`config.mk`:
```
export PLATFORM = sky130hd
export DESIGN_NAME = h264_access_unit_splitter_flat
export DESIGN_NICKNAME = d
export VERILOG_FILES = /design/src/rtl/h264aus_pkg.sv /design/src/rtl/h264aus_if.sv /design/src/rtl/h264aus_scanner.sv /design/src/rtl/h264aus_queue.sv /design/src/rtl/h264aus_timer.sv /design/src/rtl/h264_access_unit_splitter.sv /design/src/flat_wrapper.sv
export VERILOG_INCLUDE_DIRS = /design/src /design/src/rtl
export SDC_FILE = /design/constraint.sdc
export NUM_CORES = 2
export LEC_CHECK = 0
export ABC_AREA = 0
export BUFFER_PORTS_ARGS = -buffer_cell sky130_fd_sc_hd__buf_2
export CAP_MARGIN = 40
export CORE_MARGIN = 5
export CORE_UTILIZATION = 39
export DETAILED_ROUTE_END_ITERATION = 7
export REMOVE_ABC_BUFFERS = 1
export SLEW_MARGIN = 20
export SYNTH_ARGS = -nofsm -noshare
export SYNTH_HDL_FRONTEND = slang
export SYNTH_SLANG_ARGS = --single-unit
export TNS_END_PERCENT = 5
```
`constraint.sdc`:
```
create_clock -name i_clk -period 20.5 [get_ports i_clk]
set_input_delay 2.05 -clock i_clk [delete_from_list [all_inputs] [get_ports i_clk]]
set_output_delay 2.05 -clock i_clk [all_outputs]
set_load 0.05 [all_outputs]
```
`src/rtl/h264_access_unit_splitter_macros.svh`:
```
// Assertion helpers used by the top-level file of this block.
`ifndef H264_ACCESS_UNIT_SPLITTER_MACROS_SVH
`define H264_ACCESS_UNIT_SPLITTER_MACROS_SVH

// Same-cycle implication, checked outside reset
`define AUS_ASSERT_NOW(label, clk, rst_n, ante, cons) \
    label: assert property (@(posedge clk) disable iff (!(rst_n)) (ante) |-> (cons)) \
        else $error("access unit splitter check failed");

// Next-cycle implication, checked outside reset
`define AUS_ASSERT_NEXT(label, clk, rst_n, ante, cons) \
    label: assert property (@(posedge clk) disable iff (!(rst_n)) (ante) |=> (cons)) \
        else $error("access unit splitter check failed");

`endif

```
`src/rtl/h264aus_pkg.sv`:
```
`timescale 1ns / 1ps

package h264aus_pkg;

    // Width of the internal byte position counters
    localparam int OFFSET_BITS = 32;

    localparam int BYTE_BITS  = 8;
    localparam int FIELD_BITS = 32;
    localparam int TIME_BITS  = 64;

    // Configuration port
    localparam int CFG_DATA_BITS = 31;
    localparam int CFG_IDX_BITS  = 1;
    localparam logic [CFG_IDX_BITS-1:0] CFG_RATE_NUM = 1'd0;
    localparam logic [CFG_IDX_BITS-1:0] CFG_RATE_DEN = 1'd1;
    localparam logic [CFG_DATA_BITS-1:0] RATE_NUM_RESET = 31'd30;
    localparam logic [CFG_DATA_BITS-1:0] RATE_DEN_RESET = 31'd1;

    // NAL header fields and types
    localparam logic [7:0] NAL_KIND_MASK = 8'h1F;
    localparam logic [7:0] FIRST_MB_BIT  = 8'h80;
    localparam logic [7:0] START_CODE_END = 8'h01;
    localparam logic [4:0] NAL_SLICE_FIRST = 5'd1;
    localparam logic [4:0] NAL_SLICE_LAST  = 5'd5;
    localparam logic [4:0] NAL_SEI = 5'd6;
    localparam logic [4:0] NAL_PPS = 5'd8;
    localparam logic [4:0] NAL_AUD = 5'd9;

    // Time arithmetic
    localparam logic [31:0] NS_PER_SEC = 32'd1000000000;
    localparam int DIV_STEPS    = TIME_BITS;
    localparam int DIV_CNT_BITS = $clog2(DIV_STEPS);

    // Unit queue between scanner and timer
    localparam int QUEUE_DEPTH = 4;
    localparam int Q_PTR_BITS  = $clog2(QUEUE_DEPTH);
    localparam int Q_CNT_BITS  = $clog2(QUEUE_DEPTH + 1);

    typedef logic [OFFSET_BITS-1:0] t_pos;

    typedef struct packed {
        logic [FIELD_BITS-1:0] unit_offset;
        logic [FIELD_BITS-1:0] unit_length;
        logic [FIELD_BITS-1:0] unit_number;
        logic                  unit_is_final;
    } t_unit_rec;

    // Up to two closed units per byte; second valid only with the first
    typedef struct packed {
        logic      valid0;
        logic      valid1;
        t_unit_rec rec0;
        t_unit_rec rec1;
    } t_push;

    typedef struct packed {
        logic      valid;
        t_unit_rec rec;
    } t_q_head;

    typedef struct packed {
        logic                  room;
        logic [Q_CNT_BITS-1:0] count;
    } t_q_status;

endpackage

```
`src/rtl/h264aus_if.sv`:
```
`timescale 1ns / 1ps

// Byte stream channel
interface h264aus_in_if;
    import h264aus_pkg::*;
    logic                 valid;
    logic                 ready;
    logic [BYTE_BITS-1:0] data_byte;
    logic                 end_of_stream;

    modport source (output valid, data_byte, end_of_stream, input ready);
    modport sink   (input valid, data_byte, end_of_stream, output ready);
endinterface

// Access unit result channel
interface h264aus_out_if;
    import h264aus_pkg::*;
    logic                        valid;
    logic                        ready;
    logic [FIELD_BITS-1:0]       unit_offset;
    logic [FIELD_BITS-1:0]       unit_length;
    logic [FIELD_BITS-1:0]       unit_number;
    logic signed [TIME_BITS-1:0] unit_time_ns;
    logic                        unit_is_final;

    modport source (output valid, unit_offset, unit_length, unit_number, unit_time_ns,
                    unit_is_final, input ready);
    modport sink   (input valid, unit_offset, unit_length, unit_number, unit_time_ns,
                    unit_is_final, output ready);
endinterface

```
`src/rtl/h264aus_scanner.sv`:
```
`timescale 1ns / 1ps

module h264aus_scanner (
    input  logic                   i_clk,
    input  logic                   i_rst_n,
    h264aus_in_if.sink             i_in,
    input  h264aus_pkg::t_q_status i_q_stat,
    output h264aus_pkg::t_push     o_push
);
    import h264aus_pkg::*;

    typedef enum logic [1:0] {
        PH_IDLE,
        PH_HEADER,
        PH_SLICE
    } t_phase;

    t_phase      r_phase, n_phase;
    t_pos        r_pos, n_pos;
    t_pos        r_ustart, n_ustart;
    t_pos        r_pend, n_pend;
    t_pos        r_earliest, n_earliest;
    logic [23:0] r_recent, n_recent;
    logic        r_open, n_open;
    logic        r_pic, n_pic;
    logic [FIELD_BITS-1:0] r_count, n_count;
    logic        w_accept;
    t_push       w_push;

    assign i_in.ready = i_q_stat.room;
    assign w_accept   = i_in.valid && i_q_stat.room;
    assign o_push     = w_push;

    // Next state for one accepted byte
    always_comb begin
        logic [4:0] kind;
        logic       leading, slice_kind, cut, e0, e1;
        t_pos       code_gap, c, pos1;
        t_unit_rec  rec0, rec1;

        n_phase    = r_phase;
        n_pos      = r_pos;
        n_ustart   = r_ustart;
        n_pend     = r_pend;
        n_earliest = r_earliest;
        n_recent   = r_recent;
        n_open     = r_open;
        n_pic      = r_pic;
        e0         = 1'b0;
        cut        = 1'b0;
        kind       = 5'(i_in.data_byte & NAL_KIND_MASK);
        leading    = (r_pend == r_ustart);
        slice_kind = (kind >= NAL_SLICE_FIRST) && (kind <= NAL_SLICE_LAST);
        code_gap   = r_pos - r_earliest;
        c          = r_pos - t_pos'(2);
        pos1       = r_pos + t_pos'(1);

        case (r_phase)
            PH_HEADER: begin
                n_phase = PH_IDLE;
                if (!leading) begin
                    cut = (kind == NAL_AUD) ||
                          (r_pic && (kind >= NAL_SEI) && (kind <= NAL_PPS));
                end
                if (cut) begin
                    e0       = 1'b1;
                    n_ustart = r_pend;
                    n_pic    = 1'b0;
                end
                if (slice_kind) begin
                    if (!leading && r_pic) begin
                        n_phase = PH_SLICE;
                    end else begin
                        n_pic = 1'b1;
                    end
                end
            end
            PH_SLICE: begin
                n_phase = PH_IDLE;
                if ((i_in.data_byte & FIRST_MB_BIT) != 8'd0) begin
                    e0       = 1'b1;
                    n_ustart = r_pend;
                end
                n_pic = 1'b1;
            end
            default: begin
                // start code search; codes may not overlap the last header
                if (i_in.data_byte == START_CODE_END && r_recent[15:0] == 16'd0 &&
                    code_gap >= t_pos'(2)) begin
                    if (code_gap >= t_pos'(3) && r_recent[23:16] == 8'd0) begin
                        c = r_pos - t_pos'(3);
                    end
                    if (!r_open) begin
                        n_open   = 1'b1;
                        n_ustart = c;
                        n_pic    = 1'b0;
                    end
                    n_pend     = c;
                    n_earliest = r_pos + t_pos'(2);
                    n_phase    = PH_HEADER;
                end
            end
        endcase

        n_recent = {r_recent[15:0], i_in.data_byte};
        n_pos    = pos1;

        // unit closed by a boundary NAL
        rec0.unit_offset   = FIELD_BITS'(r_ustart);
        rec0.unit_length   = FIELD_BITS'(r_pend - r_ustart);
        rec0.unit_number   = r_count;
        rec0.unit_is_final = 1'b0;

        // unit closed by end of stream
        e1                 = i_in.end_of_stream && n_open;
        rec1.unit_offset   = FIELD_BITS'(n_ustart);
        rec1.unit_length   = FIELD_BITS'(pos1 - n_ustart);
        rec1.unit_number   = r_count + FIELD_BITS'(e0);
        rec1.unit_is_final = 1'b1;

        n_count = r_count + FIELD_BITS'(e0) + FIELD_BITS'(e1);

        if (i_in.end_of_stream) begin
            n_phase    = PH_IDLE;
            n_pos      = '0;
            n_ustart   = '0;
            n_pend     = '0;
            n_earliest = '0;
            n_recent   = 24'hFFFFFF;
            n_open     = 1'b0;
            n_pic      = 1'b0;
            n_count    = '0;
        end

        // pack so that a lone result always sits in the first slot
        if (e0) begin
            w_push.valid0 = w_accept;
            w_push.valid1 = w_accept && e1;
            w_push.rec0   = rec0;
            w_push.rec1   = rec1;
        end else begin
            w_push.valid0 = w_accept && e1;
            w_push.valid1 = 1'b0;
            w_push.rec0   = rec1;
            w_push.rec1   = rec1;
        end
    end

    // Scanner state
    always_ff @(posedge i_clk) begin
        if (!i_rst_n) begin
            r_phase    <= PH_IDLE;
            r_pos      <= '0;
            r_ustart   <= '0;
            r_pend     <= '0;
            r_earliest <= '0;
            r_recent   <= 24'hFFFFFF;
            r_open     <= 1'b0;
            r_pic      <= 1'b0;
            r_count    <= '0;
        end else if (w_accept) begin
            r_phase    <= n_phase;
            r_pos      <= n_pos;
            r_ustart   <= n_ustart;
            r_pend     <= n_pend;
            r_earliest <= n_earliest;
            r_recent   <= n_recent;
            r_open     <= n_open;
            r_pic      <= n_pic;
            r_count    <= n_count;
        end
    end

endmodule

```
`src/rtl/h264aus_queue.sv`:
```
`timescale 1ns / 1ps

module h264aus_queue (
    input  logic                   i_clk,
    input  logic                   i_rst_n,
    input  h264aus_pkg::t_push     i_push,
    input  logic                   i_pop,
    output h264aus_pkg::t_q_head   o_head,
    output h264aus_pkg::t_q_status o_stat
);
    import h264aus_pkg::*;

    t_unit_rec             r_mem [QUEUE_DEPTH];
    logic [Q_PTR_BITS-1:0] r_wr, n_wr;
    logic [Q_PTR_BITS-1:0] r_rd, n_rd;
    logic [Q_CNT_BITS-1:0] r_count, n_count;
    logic                  w_pop;
    logic [Q_PTR_BITS-1:0] w_wr1;

    assign w_pop  = i_pop && (r_count != '0);
    assign w_wr1  = r_wr + Q_PTR_BITS'(1);

    assign o_head.valid = (r_count != '0);
    assign o_head.rec   = r_mem[r_rd];
    // room for the two results a single byte may close
    assign o_stat.room  = (r_count <= Q_CNT_BITS'(QUEUE_DEPTH - 2));
    assign o_stat.count = r_count;

    // Pointer and fill updates
    always_comb begin
        n_wr    = r_wr + Q_PTR_BITS'(i_push.valid0) + Q_PTR_BITS'(i_push.valid1);
        n_rd    = r_rd + Q_PTR_BITS'(w_pop);
        n_count = r_count + Q_CNT_BITS'(i_push.valid0) + Q_CNT_BITS'(i_push.valid1)
                  - Q_CNT_BITS'(w_pop);
    end

    always_ff @(posedge i_clk) begin
        if (!i_rst_n) begin
            r_wr    <= '0;
            r_rd    <= '0;
            r_count <= '0;
        end else begin
            r_wr    <= n_wr;
            r_rd    <= n_rd;
            r_count <= n_count;
        end
    end

    // Entry storage
    always_ff @(posedge i_clk) begin
        if (i_push.valid0) begin
            r_mem[r_wr] <= i_push.rec0;
        end
        if (i_push.valid1) begin
            r_mem[w_wr1] <= i_push.rec1;
        end
    end

endmodule

```
`src/rtl/h264aus_timer.sv`:
```
`timescale 1ns / 1ps

module h264aus_timer (
    input  logic                                   i_clk,
    input  logic                                   i_rst_n,
    input  h264aus_pkg::t_q_head                   i_head,
    output logic                                   o_pop,
    input  logic [h264aus_pkg::CFG_DATA_BITS-1:0]  i_rate_num,
    input  logic [h264aus_pkg::CFG_DATA_BITS-1:0]  i_rate_den,
    h264aus_out_if.source                          o_out
);
    import h264aus_pkg::*;

    typedef enum logic [2:0] {
        ST_IDLE,
        ST_MUL0,
        ST_MUL1,
        ST_MUL2,
        ST_SIGN,
        ST_DIV,
        ST_DONE
    } t_state;

    t_state                  r_state;
    t_unit_rec               r_job;
    logic [TIME_BITS-1:0]    r_acc;
    logic [TIME_BITS-1:0]    r_lo;
    logic [31:0]             r_hi;
    logic                    r_neg;
    logic [TIME_BITS-1:0]    r_quo;
    logic [CFG_DATA_BITS-1:0] r_rem;
    logic [DIV_CNT_BITS-1:0] r_cnt;
    logic                    r_out_valid;
    t_unit_rec               r_out;
    logic [TIME_BITS-1:0]    r_time;

    logic [31:0]             w_mul_a, w_mul_b;
    logic [63:0]             w_prod;
    logic [TIME_BITS-1:0]    w_full;
    logic [CFG_DATA_BITS:0]  w_shift;
    logic                    w_ge;
    logic                    w_load;
    logic [TIME_BITS-1:0]    w_time;

    // Shared 32x32 multiplier
    always_comb begin
        case (r_state)
            ST_MUL0: begin
                w_mul_a = r_job.unit_number;
                w_mul_b = NS_PER_SEC;
            end
            ST_MUL1: begin
                w_mul_a = r_acc[31:0];
                w_mul_b = 32'(i_rate_den);
            end
            ST_MUL2: begin
                w_mul_a = r_acc[63:32];
                w_mul_b = 32'(i_rate_den);
            end
            default: begin
                w_mul_a = '0;
                w_mul_b = '0;
            end
        endcase
    end
    assign w_prod = w_mul_a * w_mul_b;

    // Wrapped 64-bit product from the two partial products
    assign w_full = {r_lo[63:32] + r_hi, r_lo[31:0]};

    // One restoring division step
    assign w_shift = {r_rem, r_quo[TIME_BITS-1]};
    assign w_ge    = (w_shift >= {1'b0, i_rate_num});

    assign w_time = (i_rate_num == '0) ? '0 : (r_neg ? (~r_quo + 64'd1) : r_quo);
    assign w_load = (r_state == ST_DONE) && (!r_out_valid || o_out.ready);
    assign o_pop  = (r_state == ST_IDLE) && i_head.valid;

    assign o_out.valid         = r_out_valid;
    assign o_out.unit_offset   = r_out.unit_offset;
    assign o_out.unit_length   = r_out.unit_length;
    assign o_out.unit_number   = r_out.unit_number;
    assign o_out.unit_is_final = r_out.unit_is_final;
    assign o_out.unit_time_ns  = r_time;

    // Sequencer and output register
    always_ff @(posedge i_clk) begin
        if (!i_rst_n) begin
            r_state     <= ST_IDLE;
            r_out_valid <= 1'b0;
        end else begin
            if (w_load) begin
                r_out_valid <= 1'b1;
                r_out       <= r_job;
                r_time      <= w_time;
            end else if (o_out.ready) begin
                r_out_valid <= 1'b0;
            end

            case (r_state)
                ST_IDLE: begin
                    if (i_head.valid) begin
                        r_job   <= i_head.rec;
                        r_state <= ST_MUL0;
                    end
                end
                ST_MUL0: begin
                    r_acc   <= w_prod;
                    r_state <= ST_MUL1;
                end
                ST_MUL1: begin
                    r_lo    <= w_prod;
                    r_state <= ST_MUL2;
                end
                ST_MUL2: begin
                    r_hi    <= w_prod[31:0];
                    r_state <= ST_SIGN;
                end
                ST_SIGN: begin
                    // divide the magnitude, restore the sign at the end
                    r_neg   <= w_full[TIME_BITS-1];
                    r_quo   <= w_full[TIME_BITS-1] ? (~w_full + 64'd1) : w_full;
                    r_rem   <= '0;
                    r_cnt   <= '0;
                    r_state <= ST_DIV;
                end
                ST_DIV: begin
                    r_rem   <= w_ge ? CFG_DATA_BITS'(w_shift - {1'b0, i_rate_num})
                                    : CFG_DATA_BITS'(w_shift);
                    r_quo   <= {r_quo[TIME_BITS-2:0], w_ge};
                    r_cnt   <= r_cnt + DIV_CNT_BITS'(1);
                    if (r_cnt == DIV_CNT_BITS'(DIV_STEPS - 1)) begin
                        r_state <= ST_DONE;
                    end
                end
                ST_DONE: begin
                    if (w_load) begin
                        r_state <= ST_IDLE;
                    end
                end
                default: begin
                    r_state <= ST_IDLE;
                end
            endcase
        end
    end

endmodule

```
`src/rtl/h264_access_unit_splitter.sv`:
```
`timescale 1ns / 1ps
// Channel   Dir  Payload                                        Handshake
// i_in      in   data_byte[7:0], end_of_stream                  valid/ready
// o_out     out  unit_offset, unit_length, unit_number,         valid/ready
//                unit_time_ns (signed 64), unit_is_final
// i_cfg_*   in   i_cfg_idx, i_cfg_data[30:0]                    i_cfg_we
//
// The scanner takes one byte per cycle while the unit queue has two free slots.
// Each closed unit then passes through the timer: three multiplier
// passes, a sign step, 64 steps of the bit-serial divider and a hand-over.
// Reset is synchronous, active low; the rate registers return to 30/1.
// A stalled output holds its item and stops the timer after its next unit.
module h264_access_unit_splitter (
    input  logic                                  i_clk,
    input  logic                                  i_rst_n,
    h264aus_in_if.sink                            i_in,
    h264aus_out_if.source                         o_out,
    input  logic                                  i_cfg_we,
    input  logic [h264aus_pkg::CFG_IDX_BITS-1:0]  i_cfg_idx,
    input  logic [h264aus_pkg::CFG_DATA_BITS-1:0] i_cfg_data
);
    import h264aus_pkg::*;
    `include "h264_access_unit_splitter_macros.svh"

    logic [CFG_DATA_BITS-1:0] r_rate_num;
    logic [CFG_DATA_BITS-1:0] r_rate_den;
    t_push     w_push;
    t_q_head   w_head;
    t_q_status w_q_stat;
    logic      w_pop;

    // Rate registers
    always_ff @(posedge i_clk) begin
        if (!i_rst_n) begin
            r_rate_num <= RATE_NUM_RESET;
            r_rate_den <= RATE_DEN_RESET;
        end else if (i_cfg_we) begin
            case (i_cfg_idx)
                CFG_RATE_NUM: r_rate_num <= i_cfg_data;
                CFG_RATE_DEN: r_rate_den <= i_cfg_data;
                default: ;
            endcase
        end
    end

    h264aus_scanner u_scanner (
        .i_clk    (i_clk),
        .i_rst_n  (i_rst_n),
        .i_in     (i_in),
        .i_q_stat (w_q_stat),
        .o_push   (w_push)
    );

    h264aus_queue u_queue (
        .i_clk   (i_clk),
        .i_rst_n (i_rst_n),
        .i_push  (w_push),
        .i_pop   (w_pop),
        .o_head  (w_head),
        .o_stat  (w_q_stat)
    );

    h264aus_timer u_timer (
        .i_clk      (i_clk),
        .i_rst_n    (i_rst_n),
        .i_head     (w_head),
        .o_pop      (w_pop),
        .i_rate_num (r_rate_num),
        .i_rate_den (r_rate_den),
        .o_out      (o_out)
    );

    // Results are only produced by accepted bytes
    `AUS_ASSERT_NOW(a_push_on_accept, i_clk, i_rst_n, w_push.valid0, i_in.valid && i_in.ready)
    // A second result never arrives without the first slot filled
    `AUS_ASSERT_NOW(a_push_packed, i_clk, i_rst_n, w_push.valid1, w_push.valid0)
    // Queue never holds more than its depth
    `AUS_ASSERT_NEXT(a_queue_bound, i_clk, i_rst_n, 1'b1, w_q_stat.count <= Q_CNT_BITS'(QUEUE_DEPTH))

endmodule

```
`src/flat_wrapper.sv`:
```
// flat-port wrapper written by rule: the top's interface ports become plain ports
module h264_access_unit_splitter_flat import h264aus_pkg::*;
  (i_clk, i_rst_n, i_cfg_we, i_cfg_idx, i_cfg_data, i_in_valid, i_in_data_byte, i_in_end_of_stream, i_in_ready, o_out_valid, o_out_unit_offset, o_out_unit_length, o_out_unit_number, o_out_unit_time_ns, o_out_unit_is_final, o_out_ready);
  h264aus_in_if i_in_i ();
  h264aus_out_if o_out_i ();
  input  logic i_clk;
  input  logic i_rst_n;
  input  logic i_cfg_we;
  input  logic [h264aus_pkg::CFG_IDX_BITS-1:0] i_cfg_idx;
  input  logic [h264aus_pkg::CFG_DATA_BITS-1:0] i_cfg_data;
  input wire logic [$bits(i_in_i.valid)-1:0] i_in_valid;
  input wire logic [$bits(i_in_i.data_byte)-1:0] i_in_data_byte;
  input wire logic [$bits(i_in_i.end_of_stream)-1:0] i_in_end_of_stream;
  output wire logic [$bits(i_in_i.ready)-1:0] i_in_ready;
  output wire logic [$bits(o_out_i.valid)-1:0] o_out_valid;
  output wire logic [$bits(o_out_i.unit_offset)-1:0] o_out_unit_offset;
  output wire logic [$bits(o_out_i.unit_length)-1:0] o_out_unit_length;
  output wire logic [$bits(o_out_i.unit_number)-1:0] o_out_unit_number;
  output wire logic [$bits(o_out_i.unit_time_ns)-1:0] o_out_unit_time_ns;
  output wire logic [$bits(o_out_i.unit_is_final)-1:0] o_out_unit_is_final;
  input wire logic [$bits(o_out_i.ready)-1:0] o_out_ready;
  assign i_in_i.valid = i_in_valid;
  assign i_in_i.data_byte = i_in_data_byte;
  assign i_in_i.end_of_stream = i_in_end_of_stream;
  assign i_in_ready = i_in_i.ready;
  assign o_out_valid = o_out_i.valid;
  assign o_out_unit_offset = o_out_i.unit_offset;
  assign o_out_unit_length = o_out_i.unit_length;
  assign o_out_unit_number = o_out_i.unit_number;
  assign o_out_unit_time_ns = o_out_i.unit_time_ns;
  assign o_out_unit_is_final = o_out_i.unit_is_final;
  assign o_out_i.ready = o_out_ready;
  h264_access_unit_splitter u_core (.i_clk(i_clk), .i_rst_n(i_rst_n), .i_in(i_in_i), .o_out(o_out_i), .i_cfg_we(i_cfg_we), .i_cfg_idx(i_cfg_idx), .i_cfg_data(i_cfg_data));
endmodule
```
### Yosys cells after proc, flatten, opt, wreduce, memory -nomap -nowiden

Memory sizes are Yosys's and may differ from the RTL's. A register that Yosys moved wholly into a read port is not among the register bits.
Index checks and enable logic that the tools add are counted.

* bitwise logic cells: 3
* multiply operators: 1
* eq/ne operators: 17
* mux-type cells: 55
* reductions and logical operators: 41
* add/sub/neg operators: 21
* magnitude comparators: 8

Operators by type and width (number)
* $mux W32: 14
* $mux W196: 1
* $add A64 B1 Y64 const B: 2
* $mux W64: 2
* $not A64 Y64: 2
* $pmux W64 S2: 1
* $pmux W31 S2: 2
* $pmux W32 S3: 1
* $sub A32 B32 Y32: 3
* $add A32 B1 Y32: 2
* $ge A32 B2 Y1 const B: 2
* $pmux W32 S2: 1
* $sub A32 B2 Y32 const B: 2
* $mul A32 B31 Y63: 1
* $add A32 B1 Y32 const B: 1
* $add A32 B2 Y32 const B: 1
* $add A32 B32 Y32: 1
* $eq A32 B32 Y1: 1
* $ge A32 B31 Y1: 1
* $logic_not A31 Y1: 1
* $mux W31: 1
* $sub A31 B31 Y31: 1
* $mux W24: 1
* $pmux W3 S7: 1
* other kinds (40): 100

* register bits after elaboration: 684
* RAM bits: 388
* input port bits: 46
* logic and storage cells: 175
* memories kept: 1

Memories
* u_core.u_queue.r_mem: depth 4, bits a word 97, read ports 1, clocked after memory_dff 1, write ports 2, RTL line h264aus_queue.sv:13 `t_unit_rec r_mem [QUEUE_DEPTH];`

### Depth between registers and ports, before layout

* depth after elaboration: 13
* gate-level depth with buffers: 39

### By module

From an unflattened synthesis, not the netlist that was laid out.

* cells, all modules: 9194
* area, all modules: 94415.6 um2

By module, submodules not included
* h264aus_timer: sequential area each 15695.1 um2, times used 1, cells each 5523, area an instance 55615.8 um2
* h264aus_queue: sequential area each 11791.3 um2, times used 1, cells each 980, area an instance 19007.0 um2
* h264aus_scanner: sequential area each 3763.6 um2, times used 1, cells each 2447, area an instance 17401.7 um2
* h264_access_unit_splitter: sequential area each 1241.2 um2, times used 1, cells each 244, area an instance 2391.0 um2

### Worst setup path before layout

No wires, ideal clock.

* path type: input to register
* from: input i_rst_n
* to: register u_core.u_timer.r_out (netlist bit u_core.u_timer.o_out.unit_is_final), enable pin
* library setup time: 0.683 ns
* data required time: 19.817 ns
* cell stages on the path: 4
* path buffers: 2
* data arrival time: 9.294 ns
* path slack: 10.523 ns
* path through: clkbuf_1 > clkbuf_1 > nand2_1 > nor2_1

* longest elaborated chain between the ends: 1

Ends and longest elaborated chain
* start, declared: RTL line flat_wrapper.sv:7 `input logic i_rst_n;`
* $reduce_and A2 Y1 (no line)
* end signal, assigned: RTL line h264aus_timer.sv:94 `r_out <= r_job;`
* end, declared: RTL line h264aus_timer.sv:34 `t_unit_rec r_out;`

No other way between the ends.
A chain may end at the register's enable or synchronous reset.

### Final worst setup path

* from: register u_core.u_timer.r_state[1]
* to: register u_core.u_timer.r_lo[59] (data pin)

* longest elaborated chain between the ends: 4

Ends and longest elaborated chain
* start, declared: RTL line h264aus_timer.sv:24 `t_state r_state;`
* start signal, assigned: RTL line h264aus_timer.sv:89 `r_state <= ST_IDLE;`
* start signal, assigned: RTL line h264aus_timer.sv:104 `r_state <= ST_MUL0;`
* start signal, assigned: RTL line h264aus_timer.sv:109 `r_state <= ST_MUL1;`
* $eq A3 B2 Y1: RTL line h264aus_timer.sv:47 `case (r_state)`
* $reduce_or A2 Y1 (no line)
* $pmux W31 S2: RTL line h264aus_timer.sv:47
* $mul A32 B31 Y63 (*): RTL line h264aus_timer.sv:66 `assign w_prod = w_mul_a * w_mul_b;`
* net u_core.u_timer.w_prod[59]: RTL line h264aus_timer.sv:38 `logic [63:0] w_prod;`
* end signal, assigned: RTL line h264aus_timer.sv:112 `r_lo <= w_prod;`
* end, declared: RTL line h264aus_timer.sv:27 `logic [TIME_BITS-1:0] r_lo;`

Mark *: on every way through the listed nets, which the timed path passes. The rest lies on a longest branch.

==> impl_metrics.ini <==
[status]
run_status = finished, final reports clean

[finish]
utilization = 0.436
n_fill_cell = 22700
drive_gt1_frac = 0.0991
fin_nets = 10700
areaGrowthSynthToFinish_pct = 11.2

[critical_path]
path_depth = 33
criticalPathCategory = reg -> reg
crit_end = u_core.u_timer.r_lo[59]
max_stage_delay_ns = 0.64
end_kind = flip-flop
reg2reg_depth = 33
r2r-end = u_core.u_timer.r_lo[59]
worstSetupStartpointType = flip-flop
rr_startpoint = u_core.u_timer.r_state[1]
crit_buf_inv = 8
critPathTopFamily = adder cells
crit_top_cell = fa_1
crit_path_max_fanout = 20
startpoint = u_core.u_timer.r_state[1]
regToRegSetupSlack_ns = 9.87
crit_slowest_cell = dfxtp_2
crit_required_ns = 21.05
crit_arrival_ns = 11.18

[clock_network]
cts_resized = 0
htree_levels = 4
insertion_delay_ns = 0.85
clk_pin_slew_ns = 0.06
clk_path_buf_depth = 3
cts_root_buffer = clkbuf_16
postCtsSetupRepairBufs = 0
tritoncts = yes
cts_buffers = 139
hold_buffers = 0
clock_sinks = 1167

[route]
drtIter0Drc = 6693
drc_errors = 0
via_count = 72400
routedWlPerCell_um = 25.9
routed_wl_mm = 328
antenna_left = 0
first_pass_iters = 6
via_per_inst = 5.72

[logic_synthesis]
syn_area_mm2 = 0.0924
synth_cell_types = 100
synth_edf_count = 902
synth-seq-area-share = 0.350
yosysWarnings = 0
avgSynthCellArea_um2 = 9.89
synthArstFlopShare = 0
ys_ff_latch = 1167
netlist_instances = 9349
synthFlopType = edfxtp_1

[timing]
relSlewSlack = 0.387
rsz0062_at_grt = false
period_share = 0.519
setup_viol = 0
hold_viol = 0
slew_violations = 0
tightestPinTransition_ns = 0.920
period_minus_slack_ns = 10.63
timing.setup.tns_ns = 0
max_freq_mhz = 94.1
clock_skew_ns = 0.0749

[die]
die_y_um = 497
core_area_mm2 = 0.236
io_pins = 209
die_area_mm2 = 0.247
start_util = 0.392
core.rowCount = 178
chipWidth_um = 497

[global_route]
grt-ovfl-total = 0
grt_pass1_vias = 73100
antenna_found_initial = 20
grt_max_degree = 87
grt_pass1_wl_mm = 483
grtUsageTotal = 0.259

[placement]
dp_hpwl_mm = 249
portBuffers = 208
routabilityCongestion = 0.973

[run]
maxCapViolCount = 0

[worst_hold_path]
hp-class = reg -> reg
[area by class of cell]
type | count | area, um2 | share of cell area
clock buffers | 186 | 3740 | 0.0363
clock inverters | 72 | 946 | 0.00920
diodes | 19 | 47.5 | 0.000462
multi-input cells | 6563 | 54200 | 0.528
flip-flops and latches | 1167 | 32400 | 0.315
well taps | 3150 | 3940 | 0.0383
repair buffers | 475 | 3650 | 0.0355
inverters | 1023 | 3840 | 0.0374
[logic make-up after synthesis]
| kind of cell | after synthesis | synth area share |
|---|---|---|
| flip-flops | 1167 | 0.350 |
| AO/OA/AOI/OAI | 1804 | 0.126 |
| XOR/XNOR | 411 | 0.0391 |
| adder cells (fa/ha/maj) | 1302 | 0.247 |
| AND/OR/NAND/NOR | 2872 | 0.139 |
| multiplexers | 174 | 0.0325 |
| buffers and inverters | 1619 | 0.0660 |
[cell usage after synthesis, drive strengths merged (24+ instances only)]
cell type | number | area share
o211ai | 34 | 0.0028
edfxtp | 902 | 0.29
o21a | 36 | 0.0029
nor3 | 134 | 0.0076
nor4 | 46 | 0.0035
dfxtp | 265 | 0.057
nand2b | 76 | 0.0051
fa | 874 | 0.19
and3 | 52 | 0.0035
a22o | 104 | 0.0099
buf | 76 | 0.0033
nor2b | 137 | 0.0093
or3 | 49 | 0.0035
nand2 | 1130 | 0.046
o21ai | 481 | 0.026
mux2 | 35 | 0.0043
nor2 | 918 | 0.037
clkbuf | 519 | 0.021
a21oi | 359 | 0.019
inv | 1022 | 0.042
o22ai | 177 | 0.012
xnor2 | 203 | 0.019
o31ai | 80 | 0.0066
mux2i | 42 | 0.0046
a311oi | 26 | 0.0025
ha | 428 | 0.058
a21o | 136 | 0.011
nand3 | 105 | 0.0057
a21boi | 102 | 0.0083
nand4 | 56 | 0.0038
a22oi | 56 | 0.0045
o41ai | 24 | 0.0023
xor2 | 207 | 0.020
and2 | 67 | 0.0045
mux4 | 97 | 0.024
or4 | 33 | 0.0028
[per-stage QoR]
stage / cells / hold WS (ns) / setup slack, ns / cell area (um2)
finish: 12700 / 0.417 / 9.87 / 103000
global route: 12600 / 0.422 / 9.36 / 103000
CTS: 12600 / 0.419 / 9.86 / 103000
detailed placement: 12400 / 0.405 / 9.87 / 97900
global placement: 12300 / 0.403 / 9.36 / 96900
floorplan: 8753 / 0.400 / 9.36 / 90200
[cell usage in the layout, fill, tap and decap left out, drive strengths merged, types with 80 or more instances in the layout]
| master | count |
|---|---|
| nand2 | 1130 |
| inv | 1026 |
| nor2 | 918 |
| edfxtp | 902 |
| fa | 874 |
| o21ai | 481 |
| buf | 469 |
| ha | 428 |
| a21oi | 359 |
| dfxtp | 265 |
| xor2 | 207 |
| xnor2 | 203 |
| clkbuf | 191 |
| o22ai | 177 |
| nor2b | 137 |
| a21o | 136 |
| nor3 | 134 |
| nand3 | 105 |
| a22o | 104 |
| a21boi | 102 |
| mux4 | 97 |
| o31ai | 80 |
[worst min path at each step]
| stage | to | from | cells past startpoint |
|---|---|---|---|
| 2_1_floorplan | u_core.u_timer.o_out.unit_is_final | u_core.u_timer.r_job[0] | 0 |
| 3_3_place_gp | u_core.u_timer.o_out.unit_length[12] | u_core.u_timer.r_job[45] | 0 |
| 3_5_place_dp | u_core.u_timer.o_out.unit_length[20] | u_core.u_timer.r_job[53] | 0 |
| 4_1_cts | u_core.u_timer.o_out.unit_length[18] | u_core.u_timer.r_job[51] | 0 |
| 5_1_grt | u_core.u_timer.o_out.unit_length[12] | u_core.u_timer.r_job[45] | 0 |
| 6_report | u_core.u_timer.o_out.unit_length[27] | u_core.u_timer.r_job[60] | 0 |
[sequential cells by signal, indices dropped and copies added, names as in the netlist, 63 cells and up]
name	flops
u_core.u_timer.o_out.unit_time_ns	64
u_core.u_timer.r_acc	63
u_core.u_timer.r_quo	64
u_core.u_timer.r_lo	63
u_core.u_queue.r_mem	388
u_core.u_timer.r_job	97
[metal layers]
layer / track usage / part of all wire / vias to the layer above
met5: 0 / 0.000082 / -
met4: 0.156 / 0.073 / 4
met3: 0.0424 / 0.075 / 946
met2: 0.431 / 0.47 / 3452
met1: 0.317 / 0.38 / 36200
li1: - / - / 31800
Power is not shown: default switching activity piles up to over one toggle a cycle in this logic, so the estimate is an artifact.
